<file path="config.mk">
export PLATFORM = sky130hd
export DESIGN_NAME = bounded_frame_queue_drop_policy
export DESIGN_NICKNAME = d
export VERILOG_FILES = /design/src/rtl/core/bfq_pkg.sv /design/src/rtl/core/bfq_cell.sv /design/src/rtl/core/bounded_frame_queue_drop_policy.sv
export VERILOG_INCLUDE_DIRS = /design/src /design/src/rtl/core
export SDC_FILE = /design/constraint.sdc
export NUM_CORES = 1
export LEC_CHECK = 0
export BUFFER_PORTS_ARGS = -buffer_cell sky130_fd_sc_hd__buf_2
export CORE_MARGIN = 2
export CORE_UTILIZATION = 51
export CTS_CLUSTER_SIZE = 30
export DETAILED_ROUTE_END_ITERATION = 8
export PLACE_DENSITY = 0.72
export REMOVE_ABC_BUFFERS = 1
export SYNTH_ARGS = -nofsm -noshare
export SYNTH_HDL_FRONTEND = slang
export SYNTH_SLANG_ARGS = --single-unit
export TNS_END_PERCENT = 5
</file>
<file path="constraint.sdc">
create_clock -name i_clk -period 8.9 [get_ports i_clk]
set_input_delay 1.335 -clock i_clk [delete_from_list [all_inputs] [get_ports i_clk]]
set_output_delay 1.335 -clock i_clk [all_outputs]
set_load 0.1 [all_outputs]
</file>
<file path="src/rtl/core/assert_macros.svh">
// ---------------------------------------------------------------------------
// Assertion macros used by the frame queue RTL
// ---------------------------------------------------------------------------
`ifndef ASSERT_MACROS_SVH
`define ASSERT_MACROS_SVH

// Condition holds at every clock edge outside reset.
`define BFQ_ASSERT_ALWAYS(lbl, clk, rst_n, cond) \
    lbl: assert property (@(posedge clk) disable iff (!rst_n) (cond)) \
        else $error("assertion failed");

// Consequent holds in the cycle of the antecedent.
`define BFQ_ASSERT_IMPL(lbl, clk, rst_n, ante, cons) \
    lbl: assert property (@(posedge clk) disable iff (!rst_n) (ante) |-> (cons)) \
        else $error("assertion failed");

// Consequent holds in the cycle after the antecedent.
`define BFQ_ASSERT_NEXT(lbl, clk, rst_n, ante, cons) \
    lbl: assert property (@(posedge clk) disable iff (!rst_n) (ante) |=> (cons)) \
        else $error("assertion failed");

`endif

</file>
<file path="src/rtl/core/bfq_pkg.sv">
// ---------------------------------------------------------------------------
// bfq_pkg
// Types and constants of the bounded frame queue.
// ---------------------------------------------------------------------------
`default_nettype none

package bfq_pkg;

    localparam int DEPTH       = 16;
    localparam int FRAME_BITS  = 32;
    localparam int IDX_W       = $clog2(DEPTH);
    localparam int CNT_W       = $clog2(DEPTH + 1);
    localparam int CAP_W       = 5;
    localparam int KIND_W      = 3;
    localparam int OUT_FRAME_W = 32;
    localparam int CNT_OUT_W   = 5;
    localparam int DROP_W      = 32;
    localparam int APB_DATA_W  = 32;
    localparam int APB_ADDR_W  = 3;
    localparam int CAP_RESET   = 16;

    localparam logic POLICY_REFUSE_NEW = 1'b0;

    typedef enum logic [KIND_W-1:0] {
        KIND_ENQ       = 3'd0,
        KIND_TRY_DEQ   = 3'd1,
        KIND_DRAIN_DEQ = 3'd2,
        KIND_CLEAR     = 3'd3,
        KIND_SHUTDOWN  = 3'd4
    } t_kind;

    typedef enum logic {
        REG_CAPACITY    = 1'b0,
        REG_DROP_POLICY = 1'b1
    } t_reg_idx;

    typedef struct packed {
        logic shift;
        logic load;
    } t_cell_ctl;

endpackage

`default_nettype wire

</file>
<file path="src/rtl/core/bfq_cell.sv">
// ---------------------------------------------------------------------------
// bfq_cell
// One slot of the queue row: loads a new frame or takes its right neighbor.
// ---------------------------------------------------------------------------
`default_nettype none

module bfq_cell
    import bfq_pkg::*;
(
    input  wire logic                  i_clk,
    input  wire t_cell_ctl             i_ctl,
    input  wire logic [FRAME_BITS-1:0] i_right,
    input  wire logic [FRAME_BITS-1:0] i_frame,
    output logic      [FRAME_BITS-1:0] o_data
);

    logic [FRAME_BITS-1:0] r_data;
    logic [FRAME_BITS-1:0] n_data;

    always_comb begin
        n_data = r_data;
        if (i_ctl.load) begin
            n_data = i_frame;
        end else if (i_ctl.shift) begin
            n_data = i_right;
        end
    end

    always_ff @(posedge i_clk) begin
        r_data <= n_data;
    end

    assign o_data = r_data;

endmodule

`default_nettype wire

</file>
<file path="src/rtl/core/bounded_frame_queue_drop_policy.sv">
// ---------------------------------------------------------------------------
// bounded_frame_queue_drop_policy
// Bounded FIFO of frame handles held in a row of shifting cells, oldest in
// cell 0, with capacity and overflow policy registers and a drop counter.
//
//   channel  direction  handshake                  payload
//   in       sink       i_in_valid / o_in_stall    i_kind, i_frame_in
//   out      source     o_out_valid / i_out_stall  o_accepted .. o_drop_total
//   config   sink       APB psel/penable/pwrite    paddr, pwdata, prdata
//
// One operation per cycle unless stalled: the row shifts toward cell 0 on a
// pop, a new frame loads in the first free cell, all in the transfer cycle.
// The result is registered and appears the cycle after the input transfer.
// The input stalls only while a result waits under output stall.
// Reset is synchronous; it empties the queue and clears shutdown and drops.
// ---------------------------------------------------------------------------
`default_nettype none

`include "assert_macros.svh"

module bounded_frame_queue_drop_policy
    import bfq_pkg::*;
(
    input  wire logic                   i_clk,
    input  wire logic                   i_rst_n,
    input  wire logic                   i_in_valid,
    output logic                        o_in_stall,
    input  wire logic [KIND_W-1:0]      i_kind,
    input  wire logic [FRAME_BITS-1:0]  i_frame_in,
    output logic                        o_out_valid,
    input  wire logic                   i_out_stall,
    output logic                        o_accepted,
    output logic                        o_dropped,
    output logic                        o_frame_valid,
    output logic [OUT_FRAME_W-1:0]      o_frame_out,
    output logic [CNT_OUT_W-1:0]        o_occupancy,
    output logic                        o_is_empty,
    output logic                        o_is_shut,
    output logic [DROP_W-1:0]           o_drop_total,
    input  wire logic                   psel,
    input  wire logic                   penable,
    input  wire logic                   pwrite,
    input  wire logic [APB_ADDR_W-1:0]  paddr,
    input  wire logic [APB_DATA_W-1:0]  pwdata,
    output logic [APB_DATA_W-1:0]       prdata,
    output logic                        pready
);

    logic [CAP_W-1:0]   r_cap;
    logic               r_policy;
    logic [CNT_W-1:0]   r_count;
    logic [CNT_W-1:0]   n_count;
    logic               r_shut;
    logic               n_shut;
    logic [DROP_W-1:0]  r_drop;
    logic [DROP_W-1:0]  n_drop;

    logic               r_out_valid;
    logic               r_out_accepted;
    logic               r_out_dropped;
    logic               r_out_frame_valid;
    logic [OUT_FRAME_W-1:0] r_out_frame;
    logic [CNT_OUT_W-1:0]   r_out_occ;
    logic               r_out_empty;
    logic               r_out_shut;
    logic [DROP_W-1:0]  r_out_drop;

    logic               w_in_xfer;
    logic               w_cfg_wr;
    t_reg_idx           w_reg;
    logic [CNT_W-1:0]   w_eff_cap;
    logic               w_push;
    logic               w_pop;
    logic               w_accepted;
    logic               w_dropped;
    logic [CNT_W-1:0]   w_push_pos;
    logic [IDX_W-1:0]   w_push_idx;
    logic [FRAME_BITS-1:0] w_head;
    logic [OUT_FRAME_W-1:0] w_frame_out;

    logic [FRAME_BITS-1:0] w_data [DEPTH];

    // Configuration port
    assign pready   = 1'b1;
    assign w_cfg_wr = psel & penable & pwrite;
    assign w_reg    = t_reg_idx'(paddr[2]);

    always_comb begin
        unique case (w_reg)
            REG_CAPACITY:    prdata = APB_DATA_W'(r_cap);
            REG_DROP_POLICY: prdata = APB_DATA_W'(r_policy);
            default:         prdata = '0;
        endcase
    end

    always_ff @(posedge i_clk) begin
        if (!i_rst_n) begin
            r_cap    <= CAP_W'(CAP_RESET);
            r_policy <= 1'b0;
        end else if (w_cfg_wr) begin
            unique case (w_reg)
                REG_CAPACITY:    r_cap    <= pwdata[CAP_W-1:0];
                REG_DROP_POLICY: r_policy <= pwdata[0];
                default:         ;
            endcase
        end
    end

    // Operation decode
    assign o_in_stall = r_out_valid & i_out_stall;
    assign w_in_xfer  = i_in_valid & ~o_in_stall;
    assign w_head     = w_data[0];

    always_comb begin
        if (r_cap == '0) begin
            w_eff_cap = CNT_W'(1);
        end else if (CNT_W'(r_cap) > CNT_W'(DEPTH)) begin
            w_eff_cap = CNT_W'(DEPTH);
        end else begin
            w_eff_cap = CNT_W'(r_cap);
        end
    end

    always_comb begin
        w_push     = 1'b0;
        w_pop      = 1'b0;
        w_accepted = 1'b0;
        w_dropped  = 1'b0;
        n_count    = r_count;
        n_shut     = r_shut;
        n_drop     = r_drop;
        if (w_in_xfer) begin
            unique case (t_kind'(i_kind))
                KIND_ENQ: begin
                    if (!r_shut) begin
                        if (r_count >= w_eff_cap) begin
                            n_drop    = r_drop + DROP_W'(1);
                            w_dropped = 1'b1;
                            if (r_policy != POLICY_REFUSE_NEW && r_count != '0) begin
                                w_pop      = 1'b1;
                                w_push     = 1'b1;
                                w_accepted = 1'b1;
                            end
                        end else begin
                            w_push     = 1'b1;
                            w_accepted = 1'b1;
                            n_count    = r_count + CNT_W'(1);
                        end
                    end
                end
                KIND_TRY_DEQ: begin
                    if (r_count != '0 && !r_shut) begin
                        w_pop   = 1'b1;
                        n_count = r_count - CNT_W'(1);
                    end
                end
                KIND_DRAIN_DEQ: begin
                    if (r_count != '0) begin
                        w_pop   = 1'b1;
                        n_count = r_count - CNT_W'(1);
                    end
                end
                KIND_CLEAR: begin
                    n_count = '0;
                end
                KIND_SHUTDOWN: begin
                    n_shut = 1'b1;
                end
                default: ;
            endcase
        end
    end

    assign w_push_pos  = w_pop ? (r_count - CNT_W'(1)) : r_count;
    assign w_push_idx  = w_push_pos[IDX_W-1:0];
    assign w_frame_out = w_pop ? OUT_FRAME_W'(w_head) : '0;

    // Cell row
    for (genvar g = 0; g < DEPTH; g++) begin : g_cell
        t_cell_ctl             w_ctl;
        logic [FRAME_BITS-1:0] w_right;

        assign w_ctl.shift = w_pop;
        assign w_ctl.load  = w_push && (w_push_idx == IDX_W'(g));

        if (g == DEPTH - 1) begin : g_last
            assign w_right = '0;
        end else begin : g_mid
            assign w_right = w_data[g+1];
        end

        bfq_cell u_cell (
            .i_clk   (i_clk),
            .i_ctl   (w_ctl),
            .i_right (w_right),
            .i_frame (i_frame_in),
            .o_data  (w_data[g])
        );
    end

    // Queue state
    always_ff @(posedge i_clk) begin
        if (!i_rst_n) begin
            r_count <= '0;
            r_shut  <= 1'b0;
            r_drop  <= '0;
        end else begin
            r_count <= n_count;
            r_shut  <= n_shut;
            r_drop  <= n_drop;
        end
    end

    // Result register
    always_ff @(posedge i_clk) begin
        if (!i_rst_n) begin
            r_out_valid <= 1'b0;
        end else if (w_in_xfer) begin
            r_out_valid <= 1'b1;
        end else if (!i_out_stall) begin
            r_out_valid <= 1'b0;
        end
    end

    always_ff @(posedge i_clk) begin
        if (w_in_xfer) begin
            r_out_accepted    <= w_accepted;
            r_out_dropped     <= w_dropped;
            r_out_frame_valid <= w_pop && !w_push;
            r_out_frame       <= (w_pop && !w_push) ? w_frame_out : '0;
            r_out_occ         <= CNT_OUT_W'(n_count);
            r_out_empty       <= (n_count == '0);
            r_out_shut        <= n_shut;
            r_out_drop        <= n_drop;
        end
    end

    assign o_out_valid   = r_out_valid;
    assign o_accepted    = r_out_accepted;
    assign o_dropped     = r_out_dropped;
    assign o_frame_valid = r_out_frame_valid;
    assign o_frame_out   = r_out_frame;
    assign o_occupancy   = r_out_occ;
    assign o_is_empty    = r_out_empty;
    assign o_is_shut     = r_out_shut;
    assign o_drop_total  = r_out_drop;

    `BFQ_ASSERT_ALWAYS(a_count_bound, i_clk, i_rst_n, r_count <= CNT_W'(DEPTH))
    `BFQ_ASSERT_NEXT(a_result_follows, i_clk, i_rst_n, w_in_xfer, r_out_valid)
    `BFQ_ASSERT_IMPL(a_accept_not_shut, i_clk, i_rst_n, r_out_valid && r_out_accepted, !r_out_shut)
    `BFQ_ASSERT_IMPL(a_shut_sticky, i_clk, i_rst_n, $past(i_rst_n) && $past(r_shut), r_shut)

endmodule

`default_nettype wire

</file>
After elaboration in Yosys (flattened, before gate mapping)
Index checks and enable logic that the tools add are counted.
{"block": "word_totals", "ff_bits": 631, "in_bits": 77, "output_inout_bits": 109, "elab_cells": 170}
{"block": "classes", "eq_ne": 20, "addsub": 3, "mux": 62, "bitwise_logic": 7, "n_reduce_logical": 46, "magnitude_cmp": 2}
{"operator": "2-to-1 mux 32 bit", "count": 36}
{"operator": "case mux 32 bit (2 select lines)", "count": 1}
{"operator": "2-to-1 mux 5 bit", "count": 7}
{"operator": "adder 32 x 1 -> 32 bit (second input constant)", "count": 1}
{"operator": "== test 4 bit (second input constant)", "count": 8}
{"operator": "nonzero test 2 bit", "count": 16}
{"operator": "case mux 5 bit (4 select lines)", "count": 1}
{"operator": "logical AND 1 bit", "count": 19}
{"operator": "== test 4 x 3 -> 1 bit (second input constant)", "count": 4}
{"operator": "2-to-1 mux 1 bit", "count": 15}
{"operator": "logical NOT 5 bit", "count": 2}
{"operator": "== test 4 x 2 -> 1 bit (second input constant)", "count": 2}
{"operator": "== test 3 x 2 -> 1 bit (second input constant)", "count": 2}
{"operator": "AND reduction 2 bit", "count": 3}
{"operator": "adder 5 x 1 -> 5 bit (second input constant)", "count": 1}
{"operator": "greater-or-equal comparator 5 bit", "count": 1}
{"operator": "> comparator 5 bit (second input constant)", "count": 1}
{"operator": "nonzero test 5 bit", "count": 1}
{"operator": "subtractor 5 x 1 -> 5 bit (second input constant)", "count": 1}
{"operator": "AND 1 bit", "count": 4}
{"operator": "== test 4 x 1 -> 1 bit (second input constant)", "count": 1}
{"operator": "logical NOT 4 bit", "count": 1}
{"operator": "2-to-1 mux 4 bit", "count": 1}
{"operator": "== test 3 x 1 -> 1 bit (second input constant)", "count": 1}
{"operator": "7 further kinds", "count": 10}

Longest topological paths before layout
Gate-level depths: netlist of run 1.
{"block": "depth", "ltp_word": 12, "mapped_depth": 14, "ltp_nobuf": 11}

Modules after synthesis
Synthesis of run 1 repeated with hierarchy kept, for this count alone.
{"block": "unflattened", "hier_cells": 1589, "area_unflattened_um2": 29619.7}
{"mod": "bfq_cell", "cells_per_inst": 69, "instances": 16, "area_per_inst_um2": 1507.7, "seq_area_each_um2": 960.9}
{"mod": "bounded_frame_queue_drop_policy", "cells_per_inst": 485, "instances": 1, "area_per_inst_um2": 5496.5, "seq_area_each_um2": 3123.0}

Worst setup path after synthesis of run 1
Ideal clock, no wire load.
{"block": "synth_path", "kind": "input to register", "startpoint": "in i_in_valid", "endpoint": "reg g_cell[4].u_cell.r_data[0] (enable)", "path_buffers": 1, "arrival_ns": 8.918, "required_ns": 8.434, "setup_ns": 0.466, "slack_ns": -0.484, "stages": 8, "cell_sequence": "a21boi_1 -> and3_1 -> o21a_1 -> o21a_1 -> mux2i_1 -> buf_2 -> or2_2 -> o21ai_0"}
{"block": "synth_between", "elab_chain_len": 6, "word_cells_on_any_way": 7, "classes_between": "eq/ne: 1; mux: 3; bitwise: 1; reduce/logical: 2"}
{"item": "start, declared", "line_no": "bounded_frame_queue_drop_policy.sv:26", "source": "input wire logic i_in_valid,"}
{"item": "AND 1 bit (*)", "line_no": "bounded_frame_queue_drop_policy.sv:111", "source": "assign w_in_xfer = i_in_valid & ~o_in_stall;"}
{"item": "2-to-1 mux 1 bit", "line_no": "bounded_frame_queue_drop_policy.sv:132", "source": "if (w_in_xfer) begin"}
{"item": "2-to-1 mux 4 bit", "line_no": "bounded_frame_queue_drop_policy.sv:174", "source": "assign w_push_pos = w_pop ? (r_count - CNT_W'(1)) : r_count;"}
{"item": "== test 4 x 3 -> 1 bit", "line_no": "bounded_frame_queue_drop_policy.sv:184", "source": "assign w_ctl.load = w_push && (w_push_idx == IDX_W'(g));"}
{"item": "logical AND 1 bit", "line_no": "bounded_frame_queue_drop_policy.sv:184"}
{"item": "nonzero test 2 bit (no line) (*)"}
{"item": "end signal, assigned", "line_no": "bfq_cell.sv:30", "source": "r_data <= n_data;"}
{"item": "end, declared", "line_no": "bfq_cell.sv:17", "source": "logic [FRAME_BITS-1:0] r_data;"}
Every way passes the cells marked *; elsewhere a longest branch is shown, timed or not.
A chain may end at the register's enable or synchronous reset.

Worst setup path after layout of run 1
{"block": "layout_path", "startpoint": "reg r_count[0]", "endpoint": "reg g_cell[13].u_cell.r_data[31] (data pin)"}
{"block": "layout_between", "elab_chain_len": 11, "word_cells_on_any_way": 20, "classes_between": "add/sub: 1; order compare: 1; eq/ne: 1; mux: 13; reduce/logical: 4"}
{"item": "start, declared", "line_no": "bounded_frame_queue_drop_policy.sv:51", "source": "logic [CNT_W-1:0] r_count;"}
{"item": "start signal, assigned", "line_no": "bounded_frame_queue_drop_policy.sv:208", "source": "r_count <= n_count;"}
{"item": "parallel branches: the longest is 9 deep, another holds greater-or-equal comparator 5 bit"}
{"item": "logical AND 1 bit (*)", "line_no": "bounded_frame_queue_drop_policy.sv:184"}
{"item": "2-to-1 mux 32 bit (*)", "line_no": "bfq_cell.sv:22", "source": "if (i_ctl.load) begin"}
{"item": "net g_cell[13].u_cell.n_data[31]", "line_no": "bfq_cell.sv:18", "source": "logic [FRAME_BITS-1:0] n_data;"}
{"item": "end signal, assigned", "line_no": "bfq_cell.sv:30"}
{"item": "end, declared", "line_no": "bfq_cell.sv:17"}
Mark *: on every way through the listed nets, which the timed path passes.

==> flow_summary.json, run 1 <==
{
  "die-area_sq_um": 56200,
  "drt_wl_total_mm": 42.2,
  "crit_fanout": 32,
  "critPathRequiredTime_ns": 9.23,
  "synth-edff-count": 586,
  "vias": 13100,
  "cts_root_buf": "clkbuf_16",
  "fin_crit_ns": 4.74,
  "rsz0062_at_grt": "false",
  "final_hold_viol_count": 0,
  "grt_max_degree": 58,
  "finalMaxSlewViolations": 0,
  "nNetsFinal": 1837,
  "io_pins": 186,
  "rr_worst_depth": 9,
  "wl_per_cell_um": 16.9,
  "finClkSkew_ns": 0.0130,
  "cp-end-kind": "flip-flop",
  "irDropWorstVdd_uv": 121,
  "synth_cell_types": 58,
  "power.density_nw_per_um2": 197,
  "cap_violations": 0,
  "syn_inst": 1630,
  "start_util_pct": 51.5,
  "cts_setup_buffers": 0,
  "place_hpwl_mm": 28.6,
  "ys.flop_type": "edfxtp_1",
  "ctsHoldBuffers": 0,
  "cp_top_family": "simple AND/OR/NAND/NOR gates",
  "total_power_mw": 6.10,
  "crit_type": "reg -> reg",
  "hold_class": "reg -> reg",
  "async_reset_ff_share_pct": 0,
  "critPathBufInv": 1,
  "relSlewSlack_pct": 20.2,
  "max_stage_delay_ns": 0.86,
  "clk-insertion-delay-late_ns": 0.59,
  "fp.dieH_um": 237,
  "p_leak_nw": 11.1,
  "synth_area_per_cell_sq_um": 17.0,
  "area_delta_synth_final_pct": 11.6,
  "synth_warnings": 0,
  "cp.arrival_ns": 5.06,
  "synth_most_common_cell": "edfxtp_1",
  "gp_congestion": 0.802,
  "rr_startpoint": "r_count[0]",
  "worst_pin_slew_ns": 1.20,
  "hold_slack_ns": 0.506,
  "die_w_um": 237,
  "core-area_sq_um": 53700,
  "cts_tree": "done",
  "cp_slowest_cell": "a21oi_4",
  "synth_common_cells": "edfxtp_1, mux2_2, and2_1",
  "cts_made_buffers": 66,
  "grt-ovfl-total": 0,
  "r2r_slack_ns": 4.16,
  "nFillCells": 4000,
  "synth_area_leader_cell": "edfxtp_1",
  "cp_cell_sequence": "inv_1 > ha_1 > nor4b_2 > nand2b_1 > nor3_2 > a21oi_4 > mux2i_4 > or3b_2 > mux2_2",
  "yosys-top-cells-area": "edfxtp_1, mux2_2, mux2_4",
  "antenna_found_initial": 0,
  "ant_nets": 0,
  "hold_end": "r_drop[27]",
  "grt_usage_pct": 15.2,
  "antenna_cells": 0,
  "h-tree-depth": 3,
  "rows": 85,
  "netlist_area_sq_um": 27700,
  "clkSinkCount": 631,
  "fmax_mhz": 211,
  "status": "completed",
  "clkTransAtPathRegs_ns": 0.06,
  "cts-resized-gates": 0,
  "grt_pass1_wl_mm": 69.1,
  "viasPerCell": 5.25,
  "setup_viol": 0,
  "dr.first_iter.drc_count": 591,
  "ys_ff_latch": 631,
  "synth_top_area_share_pct": 63.6,
  "drive_gt1_share_pct": 41.3,
  "worstReg2RegEnd": "g_cell[13].u_cell.o_data[31]",
  "drc": 0,
  "holdCritStartpoint": "r_drop[27]",
  "dr.pass1.iters": 5,
  "yosysSeqAreaShare_pct": 66.8,
  "critPathLaunch": "r_count[0]",
  "portBuffers": 128,
  "start_kind": "flip-flop",
  "grt_pass1_vias": 13400,
  "clockBufferDepth": 3,
  "hold-path-cell-count": 2,
  "min_period_over_period_pct": 53.2
}
power by group:
part	internal [mW]	switching (mW)	leakage, nW
Sequential	3.22	0.00634	5.78
Clock	1.51	1.08	0.989
Combinational	0.0341	0.251	4.37
Total	4.76	1.34	11.1
through the flow:
stage               instance area (sq um)  worst slack [ns]  std cells  utilization, %  TNS, ns
finish                              30900              4.16       2497            57.5        0
global route                        30900              3.82       2497            57.5        0
CTS                                 30900              4.12       2497            57.5        0
detailed placement                  28900              3.67       2380            53.8        0
global placement                    28900              3.76       2380            53.8        0
floorplan                           27000            -0.622       1524               -  -186.42
worst max path at each step:
stage	to	cells past startpoint
floorplan	g_cell[4].u_cell.o_data[0]	7
global placement	g_cell[13].u_cell.o_data[9]	8
detailed placement	g_cell[13].u_cell.o_data[21]	8
CTS	g_cell[13].u_cell.o_data[31]	9
global route	g_cell[13].u_cell.o_data[8]	9
finish	g_cell[13].u_cell.o_data[31]	9
metal layers:
metal / part of all wire [%] / up-vias / track usage [%]
li1: - / 6351 / -
met4: 2.1 / 0 / 5.45
met1: 45 / 6449 / 20.1
met5: 0 / - / 0
met2: 48 / 237 / 25.1
met3: 4.2 / 77 / 2.86
flip-flops by register name, summed over array words and instances, names as in the netlist, 5 cells and up:
name and flops:
g_cell.u_cell.o_data 512, o_drop_total 32, o_frame_out 32, r_drop 32, o_occupancy 5, r_cap 5
r_count 5
cell families after synthesis:
| kind of cell | count (synthesis) | share of synthesized area (%) |
|---|---|---|
| other | 2 | 0.0271 |
| AO/OA/AOI/OAI | 49 | 1.23 |
| XOR/XNOR | 31 | 0.981 |
| AND/OR/NAND/NOR | 265 | 5.88 |
| multiplexers | 500 | 21.6 |
| buffers and inverters | 144 | 3.12 |
| flip-flops | 631 | 66.8 |
| adder cells (fa/ha/maj) | 8 | 0.362 |
worst register-to-register path, delay by kind of cell, from the launching register on:
family / cells / cell delay [ns]
AO/OA/AOI/OAI: 1 / 0.86
adder cells (fa/ha/maj): 1 / 0.29
buffers and inverters: 1 / 0.24
flip-flops: 1 / 0.37
multiplexers: 2 / 1.13
AND/OR/NAND/NOR: 4 / 1.60
cell usage in the layout (no fill, tap or decap), types with 5 or more instances in the layout:
cell type  synthesis  routed
edfxtp_1         586     586
mux2_2           360     360
buf_2             13     128
and2_1            97      97
mux2_4            92      92
clkbuf_16          0      66
dfxtp_1           45      45
nand2_1           34      34
mux2_1            32      32
buf_4             58      32
conb_1             2      28
nand3_1           19      19
xor2_1            17      17
clkbuf_1          49      17
nor3_1            15      15
nor2_1            15      15
and3_1            14      14
xnor2_1           14      14
clkinv_1           0      14
nand4_1           13      13
inv_1             12      12
nand2b_1          12      12
nor2b_1           12      12
mux2i_1           14      12
o21ai_2            1       9
nor3_4             7       8
o21ai_0           17       8
ha_1               8       8
nor4_1             6       6
or3b_2             3       6
o31ai_4            0       6
clkinv_2           0       6
inv_6              0       5
layout make-up:
class	count	area, sq um	area share (%)
repair buffers	160	881	2.85
well taps	696	871	2.82
inverters	12	45.0	0.146
multi-input cells	881	8580	27.8
clock inverters	32	290	0.939
flip-flops and latches	631	18500	59.9
clock buffers	85	1740	5.64
Power figures use the tool's default switching activity.
==> inputs of run 2 (changes only) <==
==> constraint.sdc (replaced) <==
create_clock -name i_clk -period 4 [get_ports i_clk]
set_input_delay 0.6 -clock i_clk [delete_from_list [all_inputs] [get_ports i_clk]]
set_output_delay 0.6 -clock i_clk [all_outputs]
set_load 0.1 [all_outputs]
==> flow_summary.json, run 2 (synthesized netlist as in run 1, its figures left out) <==
{
  "p_leak_nw": 11.3,
  "irDropWorstVdd_uv": 264,
  "grt_pass1_vias": 13400,
  "cp_slowest_cell": "or3b_2",
  "gp_congestion": 0.804,
  "die_w_um": 237,
  "rsz0062_at_grt": "false",
  "crit_fanout": 32,
  "ant_nets": 0,
  "core-area_sq_um": 53700,
  "cp_cell_sequence": "inv_1 > ha_1 > nor4b_2 > nand2b_1 > and3_1 > a221oi_1 > o211ai_1 > buf_4 > or3b_2 > buf_4 > mux2_1",
  "portBuffers": 128,
  "nFillCells": 3883,
  "antenna_found_initial": 0,
  "place_hpwl_mm": 28.7,
  "cts_made_buffers": 66,
  "grt_max_degree": 58,
  "finClkSkew_ns": 0.0264,
  "clockBufferDepth": 3,
  "drive_gt1_share_pct": 42.2,
  "start_kind": "flip-flop",
  "cp_top_family": "simple AND/OR/NAND/NOR gates",
  "antenna_cells": 0,
  "clkSinkCount": 631,
  "nNetsFinal": 1853,
  "power.density_nw_per_um2": 433,
  "setup_viol": 0,
  "fmax_mhz": 266,
  "worst_pin_slew_ns": 0.823,
  "dr.pass1.iters": 7,
  "total_power_mw": 13.5,
  "min_period_over_period_pct": 94.0,
  "die-area_sq_um": 56200,
  "crit_type": "reg -> reg",
  "cts_tree": "done",
  "seqCellArea_sq_um": 18500,
  "relSlewSlack_pct": 45.2,
  "start_util_pct": 51.5,
  "fp.dieH_um": 237,
  "status": "completed",
  "cts_root_buf": "clkbuf_16",
  "drc": 0,
  "clk-insertion-delay-late_ns": 0.59,
  "clkTransAtPathRegs_ns": 0.06,
  "io_pins": 186,
  "critPathRequiredTime_ns": 4.32,
  "cp.arrival_ns": 4.08,
  "multi_input_area_sq_um": 8600,
  "hold_class": "in -> reg",
  "drt_wl_total_mm": 42.1,
  "grt_usage_pct": 15.1,
  "grt_pass1_wl_mm": 69.0,
  "dr.first_iter.drc_count": 567,
  "h-tree-depth": 3,
  "cap_violations": 0,
  "area_delta_synth_final_pct": 13.0,
  "ctsHoldBuffers": 0,
  "final_common_cell": "edfxtp_1",
  "finalInstanceArea_sq_um": 31300,
  "fin_crit_ns": 3.76,
  "rows": 85,
  "path_common_cell": "buf_4",
  "vias": 13200,
  "place_area_sq_um": 29200,
  "critPathBufInv": 3,
  "finalMaxSlewViolations": 0,
  "wl_per_cell_um": 16.8,
  "final_hold_viol_count": 0,
  "viasPerCell": 5.28,
  "largest_reg_flops": 512,
  "final_cell_mix": "edfxtp_1, mux2_2, buf_2, and2_1, mux2_4",
  "grt-ovfl-total": 0,
  "cp-end-kind": "flip-flop",
  "max_stage_delay_ns": 0.47
}
run 2: changes by cell type in the layout (fill, tap and decap cells not counted), moves of 3 or more:
cell | before | now
inv_6 | 5 | 2
clkbuf_1 | 17 | 14
clkbuf_16 | 66 | 70
buf_12 | 0 | 17
clkinv_2 | 6 | 12
clkinv_1 | 14 | 7
run 2: what timing repair did:
action | CTS | global route
buffers inserted | 0 | 2
setup endpoints to repair | 27 | 128
gates cloned | 0 | 0
endpoints found under the hold margin | 0 | 0
resized for setup | 1 | 4
run 2: worst min-delay path: cells and delay by family:
kind	cells	cell delay, ns
AO/OA/AOI/OAI	1	0.08
buffers and inverters	1	0.07
AND/OR/NAND/NOR	1	0.07
run 2: worst paths after layout:
| kind | end | depth (start not counted) | startpoint | slack, ns |
|---|---|---|---|---|
| worst min register to register | r_drop[21] | 2 | r_drop[21] | 0.50 |
| worst max register to register | g_cell[13].u_cell.o_data[18] | 11 | r_count[0] | 0.24 |
| worst max-delay path | g_cell[13].u_cell.o_data[18] | 11 | r_count[0] | 0.24 |
| worst min-delay path | r_cap[4] | 3 | pwdata[4] | 0.28 |
run 2: final cells by class:
| class | count | share of cell area, % |
|---|---|---|
| clock inverters | 26 | 0.708 |
| multi-input cells | 881 | 27.5 |
| flip-flops and latches | 631 | 59.2 |
| clock buffers | 85 | 5.81 |
| inverters | 12 | 0.144 |
| repair buffers | 176 | 3.88 |
| well taps | 696 | 2.78 |
run 2: through the flow:
| step | hold WS [ns] | cells | util, % | TNS, ns | worst slack, ns |
|---|---|---|---|---|---|
| global route | 0.284 | 2507 | 58.2 | 0 | 0.0472 |
| finish | 0.280 | 2507 | 58.2 | 0 | 0.239 |
| global placement | 0.478 | 2394 | 54.3 | 0 | 0.0494 |
| floorplan | 0.467 | 1524 | - | -4275.09 | -4.88 |
| detailed placement | 0.496 | 2394 | 54.3 | -0.0691 | -0.0142 |
| CTS | 0.242 | 2505 | 58.2 | -0.0278 | -0.0115 |
run 2: where the power goes:
part | internal (mW) | switching, mW | leakage, nW
combinational | 0.0794 | 0.559 | 4.50
clock | 3.35 | 2.37 | 1.01
sequential | 7.17 | 0.0141 | 5.78
total | 10.6 | 2.94 | 11.3
run 2: metal layers:
| layer | part of all wire (%) | vias to the layer above | GRT usage, % |
|---|---|---|---|
| met2 | 49 | 211 | 25.4 |
| li1 | - | 6410 | - |
| met4 | 2.1 | 0 | 5.70 |
| met1 | 45 | 6553 | 19.5 |
| met5 | 0 | - | 0 |
| met3 | 3.8 | 67 | 2.74 |
==> inputs of run 3 (changes only) <==
--- a/config.mk
+++ b/config.mk
@@ -12,7 +12,6 @@
 export CTS_CLUSTER_SIZE = 30
 export DETAILED_ROUTE_END_ITERATION = 8
 export PLACE_DENSITY = 0.72
-export REMOVE_ABC_BUFFERS = 1
 export SYNTH_ARGS = -nofsm -noshare
 export SYNTH_HDL_FRONTEND = slang
 export SYNTH_SLANG_ARGS = --single-unit
==> flow_summary.json, run 3 (synthesized netlist as in run 1, its figures left out) <==
{
  "hold-path-cell-count": 2,
  "clockBufferDepth": 3,
  "critPathRequiredTime_ns": 4.36,
  "core-area_sq_um": 53700,
  "cap_violations": 0,
  "finClkSkew_ns": 0.0238,
  "worst_pin_slew_ns": 0.796,
  "p_seq_share_pct": 53.9,
  "cp_cell_sequence": "inv_1 > ha_1 > nor4b_2 > nand2b_1 > nor3_2 > a21oi_4 > mux2_4 > or3b_2 > buf_12 > mux2_4",
  "hold_end": "o_out_valid",
  "crit_type": "reg -> reg",
  "wl_met2_mm": 23.1,
  "grt_pass1_wl_mm": 74.9,
  "drc": 0,
  "portBuffers": 128,
  "drt_wl_total_mm": 45.7,
  "dr.first_iter.drc_count": 637,
  "hold_class": "in -> reg",
  "finalMaxSlewViolations": 0,
  "wl_met1_mm": 19.9,
  "fmax_mhz": 265,
  "final_hold_viol_count": 0,
  "io_pins": 186,
  "wl_per_cell_um": 18.2,
  "finish.utilization_pct": 58.3,
  "cts_root_buf": "clkbuf_16",
  "fin_cells": 2512,
  "grt_max_degree": 65,
  "clkSinkCount": 631,
  "die-area_sq_um": 56200,
  "irDropWorstVdd_uv": 323,
  "final_cell_mix": "edfxtp_1, mux2_2, buf_2, and2_1, mux2_4",
  "gp_congestion": 0.852,
  "power.density_nw_per_um2": 426,
  "clkPwrFrac_pct": 41.3,
  "internal-power_mw": 10.4,
  "clkTransAtPathRegs_ns": 0.06,
  "route.met3.wl_mm": 1.69,
  "hold_slack_ns": 0.251,
  "cts_made_buffers": 60,
  "cts_tree": "done",
  "start_kind": "flip-flop",
  "fp.dieH_um": 237,
  "rsz0062_at_grt": "false",
  "fin_crit_ns": 3.77,
  "area_delta_synth_final_pct": 13.1,
  "p_sw_share_pct": 21.6,
  "cp.arrival_ns": 4.13,
  "status": "completed",
  "start_util_pct": 51.5,
  "nFillCells": 3922,
  "vias": 13500,
  "clk-insertion-delay-late_ns": 0.62,
  "relSlewSlack_pct": 46.9,
  "nNetsFinal": 1849,
  "p_comb_share_pct": 4.8,
  "p_leak_nw": 11.3,
  "max_stage_delay_ns": 0.54,
  "ant_nets": 0,
  "grt_usage_pct": 16.5,
  "dp.cells": 2398,
  "holdCritStartpoint": "i_in_valid",
  "min_period_over_period_pct": 94.3,
  "crit_fanout": 32,
  "setup_viol": 0,
  "total_power_mw": 13.3,
  "drive_gt1_share_pct": 42.3,
  "cp-end-kind": "flip-flop",
  "switchingPower_mw": 2.88,
  "die_w_um": 237,
  "viasPerCell": 5.36,
  "place_hpwl_mm": 30.9,
  "r2r_slack_ns": 0.23,
  "h-tree-depth": 2,
  "top_layer": "met4",
  "path_common_cell": "mux2_4",
  "rr_startpoint": "r_count[0]",
  "worstReg2RegEnd": "g_cell[12].u_cell.o_data[28]",
  "dr.pass1.iters": 5,
  "cp_slowest_cell": "or3b_2",
  "grt_pass1_vias": 14000,
  "rr_worst_depth": 10,
  "finalSetupTns_ns": 0,
  "largest_reg_flops": 512,
  "cp_top_family": "simple AND/OR/NAND/NOR gates",
  "critPathBufInv": 2,
  "final_common_cell": "edfxtp_1",
  "antenna_found_initial": 2,
  "rows": 85,
  "grt-ovfl-total": 0
}
[run 3: power groups by stage]
stage	logic [mW]	registers, mW	clock network, mW
floorplan	0.261	7.58	0
global placement	0.628	7.32	0
detailed placement	0.636	7.32	0
CTS	0.637	7.18	5.68
global route	0.663	7.18	5.92
finish	0.636	7.18	5.51
[run 3: how the worst max path moves through the flow]
stage                 from                           end  slack [ns]  depth (start not counted)
3_5_place_dp    r_count[0]    g_cell[4].u_cell.o_data[0]        0.22                         10
5_1_grt         r_count[0]   g_cell[4].u_cell.o_data[31]       0.006                         10
3_3_place_gp    r_count[0]   g_cell[4].u_cell.o_data[31]        0.25                         10
6_report        r_count[0]  g_cell[12].u_cell.o_data[28]        0.23                         10
2_1_floorplan  i_out_stall   g_cell[12].u_cell.o_data[0]       -0.30                          3
4_1_cts         r_count[0]    g_cell[4].u_cell.o_data[0]        0.18                         10
[run 3: cell type report]
| class | instances | area, sq um | share of cell area (%) |
|---|---|---|---|
| Clock buffer | 83 | 1690 | 5.40 |
| Multi-Input combinational cell | 881 | 8630 | 27.6 |
| Tap cell | 696 | 871 | 2.78 |
| Clock inverter | 28 | 249 | 0.796 |
| Sequential cell | 631 | 18500 | 59.1 |
| Inverter | 12 | 45.0 | 0.144 |
| Timing Repair Buffer | 178 | 1300 | 4.15 |
| Antenna cell | 3 | 7.51 | 0.0240 |
[run 3: per-stage QoR]
step,cell area (sq um),setup slack [ns]
3_3_place_gp,29300,0.250
4_1_cts,31300,0.179
2_1_floorplan,27900,-0.298
5_1_grt,31300,0.00606
3_5_place_dp,29300,0.224
6_report,31300,0.229
[run 3: repair_timing]
item	4_1_cts	5_1_grt
hold buffers	0	0
endpoints found under the setup margin	0	62
gates resized for setup	0	2
hold endpoints to repair	0	0
buffers inserted	0	0
[run 3: layer usage]
layer  track usage [%]  vias to the layer above
met3              2.96                       66
met2              28.9                      239
met4              5.01                        0
li1                  -                     6395
met1              21.0                     6767
met5                 0                        -
[run 3: worst reg2reg max path, delay by kind of cell, from the launching register on]
family	cells	cell delay, ns
buf+inv	2	0.46
fa+ha+maj	1	0.29
simple gates	4	1.32
compound gates	1	0.31
mux	2	0.77
flops	1	0.38
